--- config.mk ---
export PLATFORM = sky130hd
export DESIGN_NAME = mlcd_encoder
export DESIGN_NICKNAME = d
export VERILOG_FILES = /design/src/hw/rtl/assert_macros.svh /design/src/hw/rtl/mlcd_pkg.sv /design/src/hw/rtl/mlcd_encoder.sv
export SDC_FILE = /design/constraint.sdc
export NUM_CORES = 1
export LEC_CHECK = 0
export BUFFER_PORTS_ARGS = -buffer_cell sky130_fd_sc_hd__clkbuf_2
export CAP_MARGIN = 10
export CORE_MARGIN = 3
export CORE_UTILIZATION = 50
export DETAILED_ROUTE_END_ITERATION = 10
export GPL_TIMING_DRIVEN = 0
export PLACE_DENSITY = 0.8
export SLEW_MARGIN = 0
export SYNTH_ARGS = -nofsm -noshare
export SYNTH_HDL_FRONTEND = slang
export SYNTH_SLANG_ARGS = --single-unit
--- constraint.sdc ---
create_clock -name vclk -period 24.8
set_input_delay 4.96 -clock vclk [all_inputs]
set_output_delay 4.96 -clock vclk [all_outputs]
set_load 0.05 [all_outputs]
--- src/hw/rtl/assert_macros.svh ---
// Assertion helpers shared by the RTL files.
// MLCD_ASSERT checks on every rising clock edge outside reset.
// MLCD_ASSERT_ANY checks on every rising clock edge, reset included.
`ifndef ASSERT_MACROS_SVH
`define ASSERT_MACROS_SVH
`ifndef SYNTHESIS
`define MLCD_ASSERT(lbl, clk, rstn, prop) \
  lbl: assert property (@(posedge clk) disable iff (!(rstn)) (prop)) \
    else $error("mlcd assertion failed");
`define MLCD_ASSERT_ANY(lbl, clk, prop) \
  lbl: assert property (@(posedge clk) (prop)) \
    else $error("mlcd assertion failed");
`else
`define MLCD_ASSERT(lbl, clk, rstn, prop)
`define MLCD_ASSERT_ANY(lbl, clk, prop)
`endif
`endif

--- src/hw/rtl/mlcd_pkg.sv ---
`timescale 1ns / 1ps
`default_nettype none
package mlcd_pkg;

  localparam int DIGIT_COUNT_DEF = 4;
  localparam int PAT_DIGITS      = 4;
  localparam int SEG_W           = 8;
  localparam int SEG_PAIRS       = SEG_W / 2;
  localparam int COM_W           = 4;
  localparam int PHASE_W         = 3;
  localparam int MODE_W          = 3;
  localparam int VALUE_W         = 14;
  localparam int DIGIT_W         = 4;

  localparam logic [VALUE_W-1:0] VALUE_MAX = VALUE_W'(9999);

  localparam logic [7:0] SEG_POINT = 8'h10;
  localparam logic [7:0] SEG_DASH  = 8'h04;
  localparam logic [7:0] SEG_E     = 8'h8f;
  localparam logic [7:0] SEG_R     = 8'h0e;
  localparam logic [7:0] SEG_N     = 8'hea;
  localparam logic [7:0] SEG_D     = 8'h67;

  typedef enum logic {
    ACT_TICK = 1'b0,
    ACT_SET  = 1'b1
  } action_e;

  typedef enum logic [MODE_W-1:0] {
    MODE_NUMBER = 3'd0,
    MODE_ERROR  = 3'd1,
    MODE_END    = 3'd2,
    MODE_DASHES = 3'd3,
    MODE_BLANK  = 3'd4
  } content_mode_e;

  typedef struct packed {
    logic               action;
    logic [MODE_W-1:0]  content_mode;
    logic [VALUE_W-1:0] display_value;
  } item_t;

  typedef struct packed {
    logic [COM_W-1:0] com_lines;
    logic [SEG_W-1:0] seg_lines;
    logic             frame_polarity;
  } result_t;

  typedef logic [PAT_DIGITS-1:0][7:0] pattern_t;

  function automatic logic [7:0] digit_glyph(input logic [DIGIT_W-1:0] d);
    logic [7:0] g;
    unique case (d)
      4'd0:    g = 8'heb;
      4'd1:    g = 8'h60;
      4'd2:    g = 8'hc7;
      4'd3:    g = 8'he5;
      4'd4:    g = 8'h6c;
      4'd5:    g = 8'had;
      4'd6:    g = 8'haf;
      4'd7:    g = 8'he0;
      4'd8:    g = 8'hef;
      4'd9:    g = 8'hed;
      default: g = 8'h00;
    endcase
    return g;
  endfunction

endpackage
`default_nettype wire

--- src/hw/rtl/mlcd_encoder.sv ---
`timescale 1ns / 1ps
`default_nettype none
module mlcd_encoder import mlcd_pkg::*; (
  input  logic [MODE_W-1:0]  mode_i,
  input  logic [VALUE_W-1:0] value_i,
  output pattern_t           pat_o,
  output logic               take_o
);

  logic [VALUE_W-1:0] value_sat;
  logic [DIGIT_W-1:0] thou, hund, tens, unit;
  logic [9:0]         rem_thou;
  logic [6:0]         rem_hund;

  // Split into decimal digits with parallel threshold compares per digit.
  always_comb begin
    value_sat = (value_i > VALUE_MAX) ? VALUE_MAX : value_i;

    thou = '0;
    for (int k = 1; k < 10; k++) begin
      if (value_sat >= VALUE_W'(k * 1000)) thou = DIGIT_W'(k);
    end
    rem_thou = 10'(value_sat - VALUE_W'(thou) * VALUE_W'(1000));

    hund = '0;
    for (int k = 1; k < 10; k++) begin
      if (rem_thou >= 10'(k * 100)) hund = DIGIT_W'(k);
    end
    rem_hund = 7'(rem_thou - 10'(hund) * 10'(100));

    tens = '0;
    for (int k = 1; k < 10; k++) begin
      if (rem_hund >= 7'(k * 10)) tens = DIGIT_W'(k);
    end
    unit = DIGIT_W'(rem_hund - 7'(tens) * 7'(10));
  end

  always_comb begin
    take_o = 1'b1;
    pat_o  = '0;
    unique case (mode_i)
      MODE_NUMBER: begin
        pat_o[0] = (thou != '0) ? digit_glyph(thou) : 8'h00;
        pat_o[1] = digit_glyph(hund) | SEG_POINT;
        pat_o[2] = digit_glyph(tens);
        pat_o[3] = digit_glyph(unit);
      end
      MODE_ERROR: begin
        pat_o[0] = SEG_DASH;
        pat_o[1] = SEG_E;
        pat_o[2] = SEG_R;
        pat_o[3] = SEG_R;
      end
      MODE_END: begin
        pat_o[1] = SEG_E;
        pat_o[2] = SEG_N;
        pat_o[3] = SEG_D;
      end
      MODE_DASHES: begin
        pat_o = {PAT_DIGITS{SEG_DASH}};
      end
      MODE_BLANK: begin
        pat_o = '0;
      end
      default: begin
        // unknown mode: leave the buffer alone
        take_o = 1'b0;
      end
    endcase
  end

endmodule
`default_nettype wire

==> out/results.tsv <==
stage	metric	value	unit
run_status	status	completed	
clock_tree	Hold Buf Count CTS	0	
global_route	initial antenna violation count	0	
finish	sequential cell count	0	
floorplanning	Core ar.	5140	um2
synthesis	Syn Std Cell Area	2679	um2
route	wire per inst	14.48	um
place	Final Wtd Congestion	0.8959	
setup_path	CP peak stage delay	0.58	ns
floorplanning	Initial Util	52.12	%
route	# DRC	0	
sta	worst-margin pin slew	0.6941	ns
finish	share of layout cells above drive strength 1	18.03	%
floorplanning	die area	6272	um2
finish	NumNets Final	480	
setup_path	Max Fanout on Critical Path	10	
setup_path	Max stage delay cell, worst path	a21oi_1	
route	DR pass1 iterations	5	
sta	RSZ-0062 raised after global routing	false	
floorplanning	num rows	26	
synthesis	Ys Warns	0	
global_route	global route total overflow	0	
setup_path	Crit path required time	19.84	ns
setup_path	Crit. End Element	primary output	
synthesis	Cell variety after synth	72	
sta	Slew Limit Fails	0	
place	port bufs	44	
finish	Syn-to-layout area delta	11.77	%
setup_path	Bufs and invs on worst path	10	
setup_path	CP Class	primary input to primary output	
finish	clock buf count	0	
floorplanning	Die Ht	79.20	um
synthesis	sequential-to-total area share from yosys stat	0	%
finish	most frequent cells in the layout	clkbuf_2 (44), ha_1 (38), inv_1 (35), nor2_1 (35), o21ai_0 (30)	
route	routed wire length	7037	um
place	post-DP HPWL	5763	um
hold_path	HP Class	primary input to primary output	
clock_tree	post_cts resized	0	
clock_tree	Setup Fix Bufs, Post-CTS	0	
synthesis	cell count after synthesis	370	
finish	commonest non-fill, non-tap cell in the layout	clkbuf_2	
setup_path	critical path arrival	15.39	ns
floorplanning	io pins	50	
route	post-route ant nets	0	
finish	Register Area	0	um2
global_route	Overall Global Routing Usage	22.01	%
route	routed vias/inst	5.924	
global_route	largest net degree at the start of global routing	11	
sta	final setup vio count	0	
sta	Hold Fails Final Rpt	0	
sta	setup TNS	0	ns
finish	ANT cells	0	
sta	Worst slew margin	53.72	%
global_route	vias in the first global route	2576	
run	max-cap violations	0	
global_route	global-route wire length before repair	11700	um
sta	min cycle time layout	20.35	ns
synthesis	Avg Synthesized Cell Area	7.240	um2
sta	final worst path period share	82.05	%
setup_path	crit start category	primary input	
setup_path	Crit path top cell by count	inv_1	
route	Via Count	2879	
floorplanning	Die X	79.20	um
sta	maximum clock frequency	0.04914	GHz
setup_path	Worst path top cell family by delay	adder cells	
route	DRT iter0 DRCs	156	
## worst paths after layout
| check | depth (start not counted) | slack, ns | startpoint | end |
|---|---|---|---|---|
| min | 3 | 10.39 | mode_i[2] | pat_o[27] |
| max | 39 | 4.45 | value_i[6] | pat_o[25] |
## cells by family (layout without fill, tap and decap cells)
logic type,count (synthesis),in the layout,share of synthesized area (%)
compound gates,127,127,34.80
xor+xnor,20,20,8.174
fa+ha+maj,47,47,23.73
buf+inv,56,100,9.388
mux,5,5,2.055
other cells,1,3,0.1400
simple gates,114,114,21.72
## layer usage
layer / up-vias / GRT usage (%) / share of wire, %
met5: - / 0 / 0
met4: 0 / 2.405 / 1.2
met3: 10 / 0.4535 / 4.7
met2: 93 / 39.48 / 48
met1: 1333 / 30.29 / 46
li1: 1443 / - / -
## area by class of cell
type,instances,area (um2)
well taps,70,87.58
plain buffers,21,120.1
fillers,515,2146
multi-input cells,316,2435
inverters,35,131.4
repair buffers,44,220.2
## cells in the mapped netlist, drive strengths merged (5+ instances only)
| library cell | n | share of area (%) |
|---|---|---|
| a21o | 6 | 1.7 |
| nor2b | 5 | 1.2 |
| inv | 35 | 4.9 |
| fa | 7 | 5.2 |
| ha | 38 | 18 |
| xor2 | 8 | 2.6 |
| and2 | 6 | 1.5 |
| xnor2 | 11 | 4.7 |
| buf | 12 | 3.2 |
| nand2 | 21 | 2.9 |
| nand2b | 6 | 1.7 |
| o21a | 6 | 1.7 |
| a221oi | 5 | 1.6 |
| nor3 | 9 | 1.9 |
| o31ai | 6 | 1.9 |
| o21ai | 32 | 6.1 |
| a211oi | 6 | 1.9 |
| a21oi | 27 | 5.0 |
| a31oi | 5 | 1.2 |
| nand3 | 11 | 2.1 |
| nor2 | 35 | 4.9 |
| clkbuf | 9 | 1.3 |
## metrics by stage
stage                     cell area, um2  worst slack (ns)  std cells  hold slack [ns]  util (%)
after global placement              2994             4.829        486            10.39     58.25
after detailed placement            2994             4.659        486            10.38     58.25
after floorplan                     2686             4.874        372            10.02         -
after CTS                           2994             4.604        486            10.38     58.25
final                               2994             4.451        486            10.39     58.25
after global routing                2994             3.819        486            10.42     58.25
Power is left out: the tool's default activity adds up to more than one toggle a clock period on the data nets, which glitch-free logic cannot reach.
