**src/hw/rtl/assert_macros.svh**
```systemverilog
// Assertion helpers shared by the RTL files.
// MLCD_ASSERT checks on every rising clock edge outside reset.
// MLCD_ASSERT_ANY checks on every rising clock edge, reset included.
`ifndef ASSERT_MACROS_SVH
`define ASSERT_MACROS_SVH
`ifndef SYNTHESIS
`define MLCD_ASSERT(lbl, clk, rstn, prop) \
  lbl: assert property (@(posedge clk) disable iff (!(rstn)) (prop)) \
    else $error("mlcd assertion failed");
`define MLCD_ASSERT_ANY(lbl, clk, prop) \
  lbl: assert property (@(posedge clk) (prop)) \
    else $error("mlcd assertion failed");
`else
`define MLCD_ASSERT(lbl, clk, rstn, prop)
`define MLCD_ASSERT_ANY(lbl, clk, prop)
`endif
`endif

```
**src/hw/rtl/mlcd_pkg.sv**
```systemverilog
`timescale 1ns / 1ps
`default_nettype none
package mlcd_pkg;

  localparam int DIGIT_COUNT_DEF = 4;
  localparam int PAT_DIGITS      = 4;
  localparam int SEG_W           = 8;
  localparam int SEG_PAIRS       = SEG_W / 2;
  localparam int COM_W           = 4;
  localparam int PHASE_W         = 3;
  localparam int MODE_W          = 3;
  localparam int VALUE_W         = 14;
  localparam int DIGIT_W         = 4;

  localparam logic [VALUE_W-1:0] VALUE_MAX = VALUE_W'(9999);

  localparam logic [7:0] SEG_POINT = 8'h10;
  localparam logic [7:0] SEG_DASH  = 8'h04;
  localparam logic [7:0] SEG_E     = 8'h8f;
  localparam logic [7:0] SEG_R     = 8'h0e;
  localparam logic [7:0] SEG_N     = 8'hea;
  localparam logic [7:0] SEG_D     = 8'h67;

  typedef enum logic {
    ACT_TICK = 1'b0,
    ACT_SET  = 1'b1
  } action_e;

  typedef enum logic [MODE_W-1:0] {
    MODE_NUMBER = 3'd0,
    MODE_ERROR  = 3'd1,
    MODE_END    = 3'd2,
    MODE_DASHES = 3'd3,
    MODE_BLANK  = 3'd4
  } content_mode_e;

  typedef struct packed {
    logic               action;
    logic [MODE_W-1:0]  content_mode;
    logic [VALUE_W-1:0] display_value;
  } item_t;

  typedef struct packed {
    logic [COM_W-1:0] com_lines;
    logic [SEG_W-1:0] seg_lines;
    logic             frame_polarity;
  } result_t;

  typedef logic [PAT_DIGITS-1:0][7:0] pattern_t;

  function automatic logic [7:0] digit_glyph(input logic [DIGIT_W-1:0] d);
    logic [7:0] g;
    unique case (d)
      4'd0:    g = 8'heb;
      4'd1:    g = 8'h60;
      4'd2:    g = 8'hc7;
      4'd3:    g = 8'he5;
      4'd4:    g = 8'h6c;
      4'd5:    g = 8'had;
      4'd6:    g = 8'haf;
      4'd7:    g = 8'he0;
      4'd8:    g = 8'hef;
      4'd9:    g = 8'hed;
      default: g = 8'h00;
    endcase
    return g;
  endfunction

endpackage
`default_nettype wire

```
**src/hw/rtl/mlcd_scan.sv**
```systemverilog
`timescale 1ns / 1ps
`default_nettype none
`include "assert_macros.svh"
module mlcd_scan import mlcd_pkg::*; #(
  parameter int DIGIT_COUNT = DIGIT_COUNT_DEF
) (
  input  logic     clk_i,
  input  logic     rst_ni,
  input  logic     advance_i,
  input  item_t    item_i,
  input  pattern_t pat_i,
  input  logic     take_i,
  output result_t  result_o
);

  logic [7:0]         segbuf_q   [DIGIT_COUNT];
  logic [7:0]         scanmem_q  [DIGIT_COUNT];
  logic [7:0]         segbuf_d   [DIGIT_COUNT];
  logic [7:0]         scan_src   [DIGIT_COUNT];
  logic [PHASE_W-1:0] phase_q;
  logic               frame_q;
  logic [SEG_W-1:0]   seg_d;
  logic               is_tick;

  assign is_tick = (item_i.action == ACT_TICK);

  for (genvar gi = 0; gi < DIGIT_COUNT; gi++) begin : g_digit
    if (gi < PAT_DIGITS) begin : g_pat
      assign segbuf_d[gi] = pat_i[gi];
    end else begin : g_zero
      assign segbuf_d[gi] = 8'h00;
    end
    // phase zero scans straight from the freshly copied buffer
    assign scan_src[gi] = (phase_q == '0) ? segbuf_q[gi] : scanmem_q[gi];
  end

  for (genvar gi = 0; gi < SEG_PAIRS; gi++) begin : g_seg
    if (gi < DIGIT_COUNT) begin : g_drive
      assign seg_d[2*gi]   = scan_src[gi][0];
      assign seg_d[2*gi+1] = scan_src[gi][4];
    end else begin : g_off
      assign seg_d[2*gi]   = 1'b0;
      assign seg_d[2*gi+1] = 1'b0;
    end
  end

  always_comb begin
    if (is_tick) begin
      result_o.com_lines      = COM_W'(1) << phase_q[PHASE_W-1:1];
      result_o.seg_lines      = seg_d;
      result_o.frame_polarity = ~frame_q;
    end else begin
      result_o.com_lines      = '0;
      result_o.seg_lines      = '0;
      result_o.frame_polarity = frame_q;
    end
  end

  always_ff @(posedge clk_i or negedge rst_ni) begin
    if (!rst_ni) begin
      for (int i = 0; i < DIGIT_COUNT; i++) begin
        segbuf_q[i]  <= 8'h00;
        scanmem_q[i] <= 8'h00;
      end
      phase_q <= '0;
      frame_q <= 1'b0;
    end else if (advance_i) begin
      if (is_tick) begin
        for (int i = 0; i < DIGIT_COUNT; i++) begin
          // shift after odd phases
          scanmem_q[i] <= phase_q[0] ? (scan_src[i] >> 1) : scan_src[i];
        end
        phase_q <= phase_q + PHASE_W'(1);
        frame_q <= ~frame_q;
      end else if (take_i) begin
        for (int i = 0; i < DIGIT_COUNT; i++) begin
          segbuf_q[i] <= segbuf_d[i];
        end
      end
    end
  end

  `MLCD_ASSERT(a_phase_step, clk_i, rst_ni,
    advance_i && is_tick |=> phase_q == PHASE_W'($past(phase_q) + PHASE_W'(1)))
  `MLCD_ASSERT(a_frame_flip, clk_i, rst_ni,
    advance_i && is_tick |=> frame_q != $past(frame_q))
  `MLCD_ASSERT(a_scan_hold, clk_i, rst_ni,
    !advance_i || !is_tick |=> $stable(phase_q) && $stable(frame_q))
  `MLCD_ASSERT(a_com_onehot, clk_i, rst_ni,
    is_tick |-> $onehot(result_o.com_lines))

endmodule
`default_nettype wire

```
**config.mk**
```make
export PLATFORM = sky130hd
export DESIGN_NAME = mlcd_scan
export DESIGN_NICKNAME = d
export VERILOG_FILES = /design/src/hw/rtl/mlcd_pkg.sv /design/src/hw/rtl/mlcd_scan.sv
export VERILOG_INCLUDE_DIRS = /design/src /design/src/hw/rtl
export SDC_FILE = /design/constraint.sdc
export NUM_CORES = 1
export LEC_CHECK = 0
export BUFFER_PORTS_ARGS = -buffer_cell sky130_fd_sc_hd__buf_2
export CAP_MARGIN = 10
export CORE_UTILIZATION = 55
export CTS_CLUSTER_SIZE = 40
export DETAILED_ROUTE_END_ITERATION = 6
export GPL_ROUTABILITY_DRIVEN = 0
export PLACE_DENSITY = 0.91
export SETUP_SLACK_MARGIN = 0.1
export SYNTH_ARGS = -nofsm -noshare
export SYNTH_HDL_FRONTEND = slang
export SYNTH_SLANG_ARGS = --single-unit
```
**constraint.sdc**
```tcl
create_clock -name clk_i -period 4.65 [get_ports clk_i]
set_clock_uncertainty 0.15 [all_clocks]
set_input_delay 0 -clock clk_i [delete_from_list [all_inputs] [get_ports clk_i]]
set_output_delay 0 -clock clk_i [all_outputs]
set_load 0.03 [all_outputs]
```
==> summary.txt <==
DR WL met3 -> 365 µm
fin area -> 4190 µm²
Vias -> 2703
Max-Cap Viols -> 0
met1 wire length -> 3.47 mm
Placement Cell Area -> 3690 µm²
Peak supply drop -> 0.500 mV
crit path buf inv count -> 3
io pins -> 67
Syn. warnings -> 0
TritonCTS Buffers -> 9
Synth area leader -> dfrtp_1
Final #Nets -> 418
DR top layer -> met4
CTS tree -> done
synth unique cells -> 32
CTS H-tree depth -> 3
critical path arrival -> 2.76 ns
power density cells -> 561 nW/µm²
RSZ-0062 raised after global routing -> no
delay-heaviest family, CP -> simple AND/OR/NAND/NOR gates
Syn Area/Cell -> 11.9 µm²
initial core utilization -> 57.4%
Synth Net Count -> 344
fin crit share -> 62.7%
metal2 WL -> 3.72 mm
Total GRT Usage -> 26.6%
relative slew slack -> 26.8%
CP endpoint kind -> output port
die height -> 81.1 µm
Post-synth top cells -> 68 x dfrtp_1, 31 x mux2_1, 22 x nand2_1, 20 x mux2_2
DR vias/cell -> 6.13
Root Buffer -> clkbuf_8
ys flop type -> dfrtp_1
initial DRC count -> 289
most frequent cell after synthesis -> dfrtp_1
status -> completed
final setup TNS -> 0 ns
Crit Path Category -> reg -> out
Crit path largest cell delay -> 0.61 ns
CORE AREA -> 5990 µm²
Worst-Skew Late Latency -> 0.34 ns
Post-DRT Antenna Nets -> 0
vias in the first global route -> 2752
CP cell instances -> inv_1, ha_1, nor2b_2, buf_4, nand2_1, a21oi_1, buf_2
Post-synth ARST share -> 100%
sequential-to-total area share from yosys stat -> 49.5%
Detail Placement HPWL -> 4.55 mm
port bufs -> 49
CTS clock-pin slew for the worst setup and hold paths -> 0.06 ns
ant diodes -> 0
Slew Limit Fails -> 0
Setup crit start kind -> flip-flop
Die Width -> 81.1 µm
ratio of cells with drive above 1 in the final layout -> 30.9%
initial antenna violation count -> 0
register bit count reported by yosys -> 68
top post-synthesis cells by area -> dfrtp_1 49%, mux2_1 10%, mux2_2 6.5%, o221a_2 6.2%, or4_1 4.1%
Hold Vio Cnt, Final -> 0
clk buf depth -> 2
# setup viols final -> 0
EDFF count, synth -> 0
post-layout min period -> 2.91 ns
Critical-path top delay cell -> nor2b_2
largest net degree at the start of global routing -> 69
Wirelength per Cell -> 17.5 µm
Cells after Synth -> 288
Hold Path Class -> in -> reg
critical path peak fanout -> 19
gr ovfl total -> 0
worst path required time -> 4.50 ns
first-pass GRT wire length -> 13.0 mm
LEAKAGE -> 1.79 nW
Peak Freq -> 0.343 GHz
CTS sink cnt -> 68
# rows -> 28
DR DRC count -> 0
die area -> 6570 µm²
DR pass1 iterations -> 4
area grow syn2layout -> 21.7%
Syn Std Cell Area -> 3440 µm²
WL final -> 7.71 mm
post-synth top area share -> 49.5%
worst-margin pin slew -> 1.10 ns
==> path summary, 6_finish.rpt <==
| path | start | endpoint | slack [ns] | cells past startpoint |
|---|---|---|---|---|
| setup reg to reg | phase_q[1] | scanmem_q[8] | 2.07 | 6 |
| max in group asynchronous | rst_ni | segbuf_q[16] | 3.59 | 3 |
| hold reg to reg | frame_q | frame_q | 0.36 | 1 |
| min in group asynchronous | rst_ni | phase_q[0] | 0.22 | 3 |
| hold / removal | advance_i | frame_q | 0.05 | 3 |
| setup / recovery | phase_q[1] | result_o[6] | 1.74 | 7 |
==> through the flow <==
step                      hold WS [ns]  power [mW]  setup WS (ns)  cells  utilization (%)
final                           0.0483        2.35           1.74    441             69.9
after global routing            0.0388        2.49           1.50    441             69.9
after CTS                       0.0172        2.35           1.74    441             69.9
after detailed placement        0.0658        1.89           2.10    393             61.5
after global placement          0.0606        1.84           2.16    393             61.5
after floorplan                 -0.446        1.69           2.18    288                -
==> worst min-delay path: stages <==
cell      delay (ns)
buf_2           0.14
nand2b_4        0.24
xnor2_1         0.11
==> where the power goes <==
part           leakage (nW)  switching [mW]  total (mW)  internal (mW)
registers             0.793           0.173       0.972          0.798
clock network        0.0893           0.207       0.425          0.218
logic                 0.906           0.494       0.953          0.458
total                  1.79           0.875        2.35           1.48
==> kinds of logic (layout without fill, tap and decap cells) <==
kind of cell / Yosys count / in the layout / synth area share (%)
compound gates: 64 / 64 / 15.0
xor+xnor: 4 / 4 / 1.02
fa+ha+maj: 2 / 2 / 0.727
buf+inv: 28 / 106 / 4.51
flops: 68 / 68 / 49.5
mux: 51 / 51 / 16.7
simple gates: 71 / 71 / 12.5
==> placed cells by master, fill, tap and decap left out, types with 2 or more instances in the layout <==
master         netlist  layout
mux2_1              31      31
nand2_1             22      22
or4_1               19      19
o221a_2             19      19
clkinv_2             0       2
ha_1                 2       2
nor3_1               2       2
xnor2_1              4       4
clkbuf_1             6       2
nor2_1               9       9
and3b_1              9       9
a211oi_1            18      18
mux2_2              20      20
clkbuf_8             0      11
o21ai_1              5       5
a22oi_1              4       4
dlygate4sd3_1        0      33
nor3b_1              2       2
buf_2               13      49
dfrtp_1             68      68
buf_4                3       7
o22ai_1              9       9
a21oi_1              8       8
==> final cells by class <==
class | count | area (µm²)
clock buffers | 13 | 159
clock inverters | 2 | 10.0
fillers | 399 | 1810
inverters | 2 | 7.51
multi-input cells | 192 | 1590
flip-flops and latches | 68 | 1700
well taps | 75 | 93.8
repair buffers | 89 | 628
==> metal layers <==
metal  up-vias  global-route usage (%)
met5         -                       0
met4         0                    11.6
met3        14                    6.85
met2        92                    40.8
met1      1354                    35.8
li1       1243                       -
==> state kept, by name (all words and copies together), names as in the netlist <==
| signal | cells |
|---|---|
| scanmem_q | 32 |
| segbuf_q | 32 |
| phase_q | 3 |
| frame_q | 1 |
==> timing repair <==
item                       4_1_cts  5_1_grt
resized for setup                0        0
hold endpoints to repair       100        0
setup buffers                    0        0
hold buffers                    33        0
setup endpoints to repair        0        0
No activity file was read; power rests on OpenSTA's default activity.
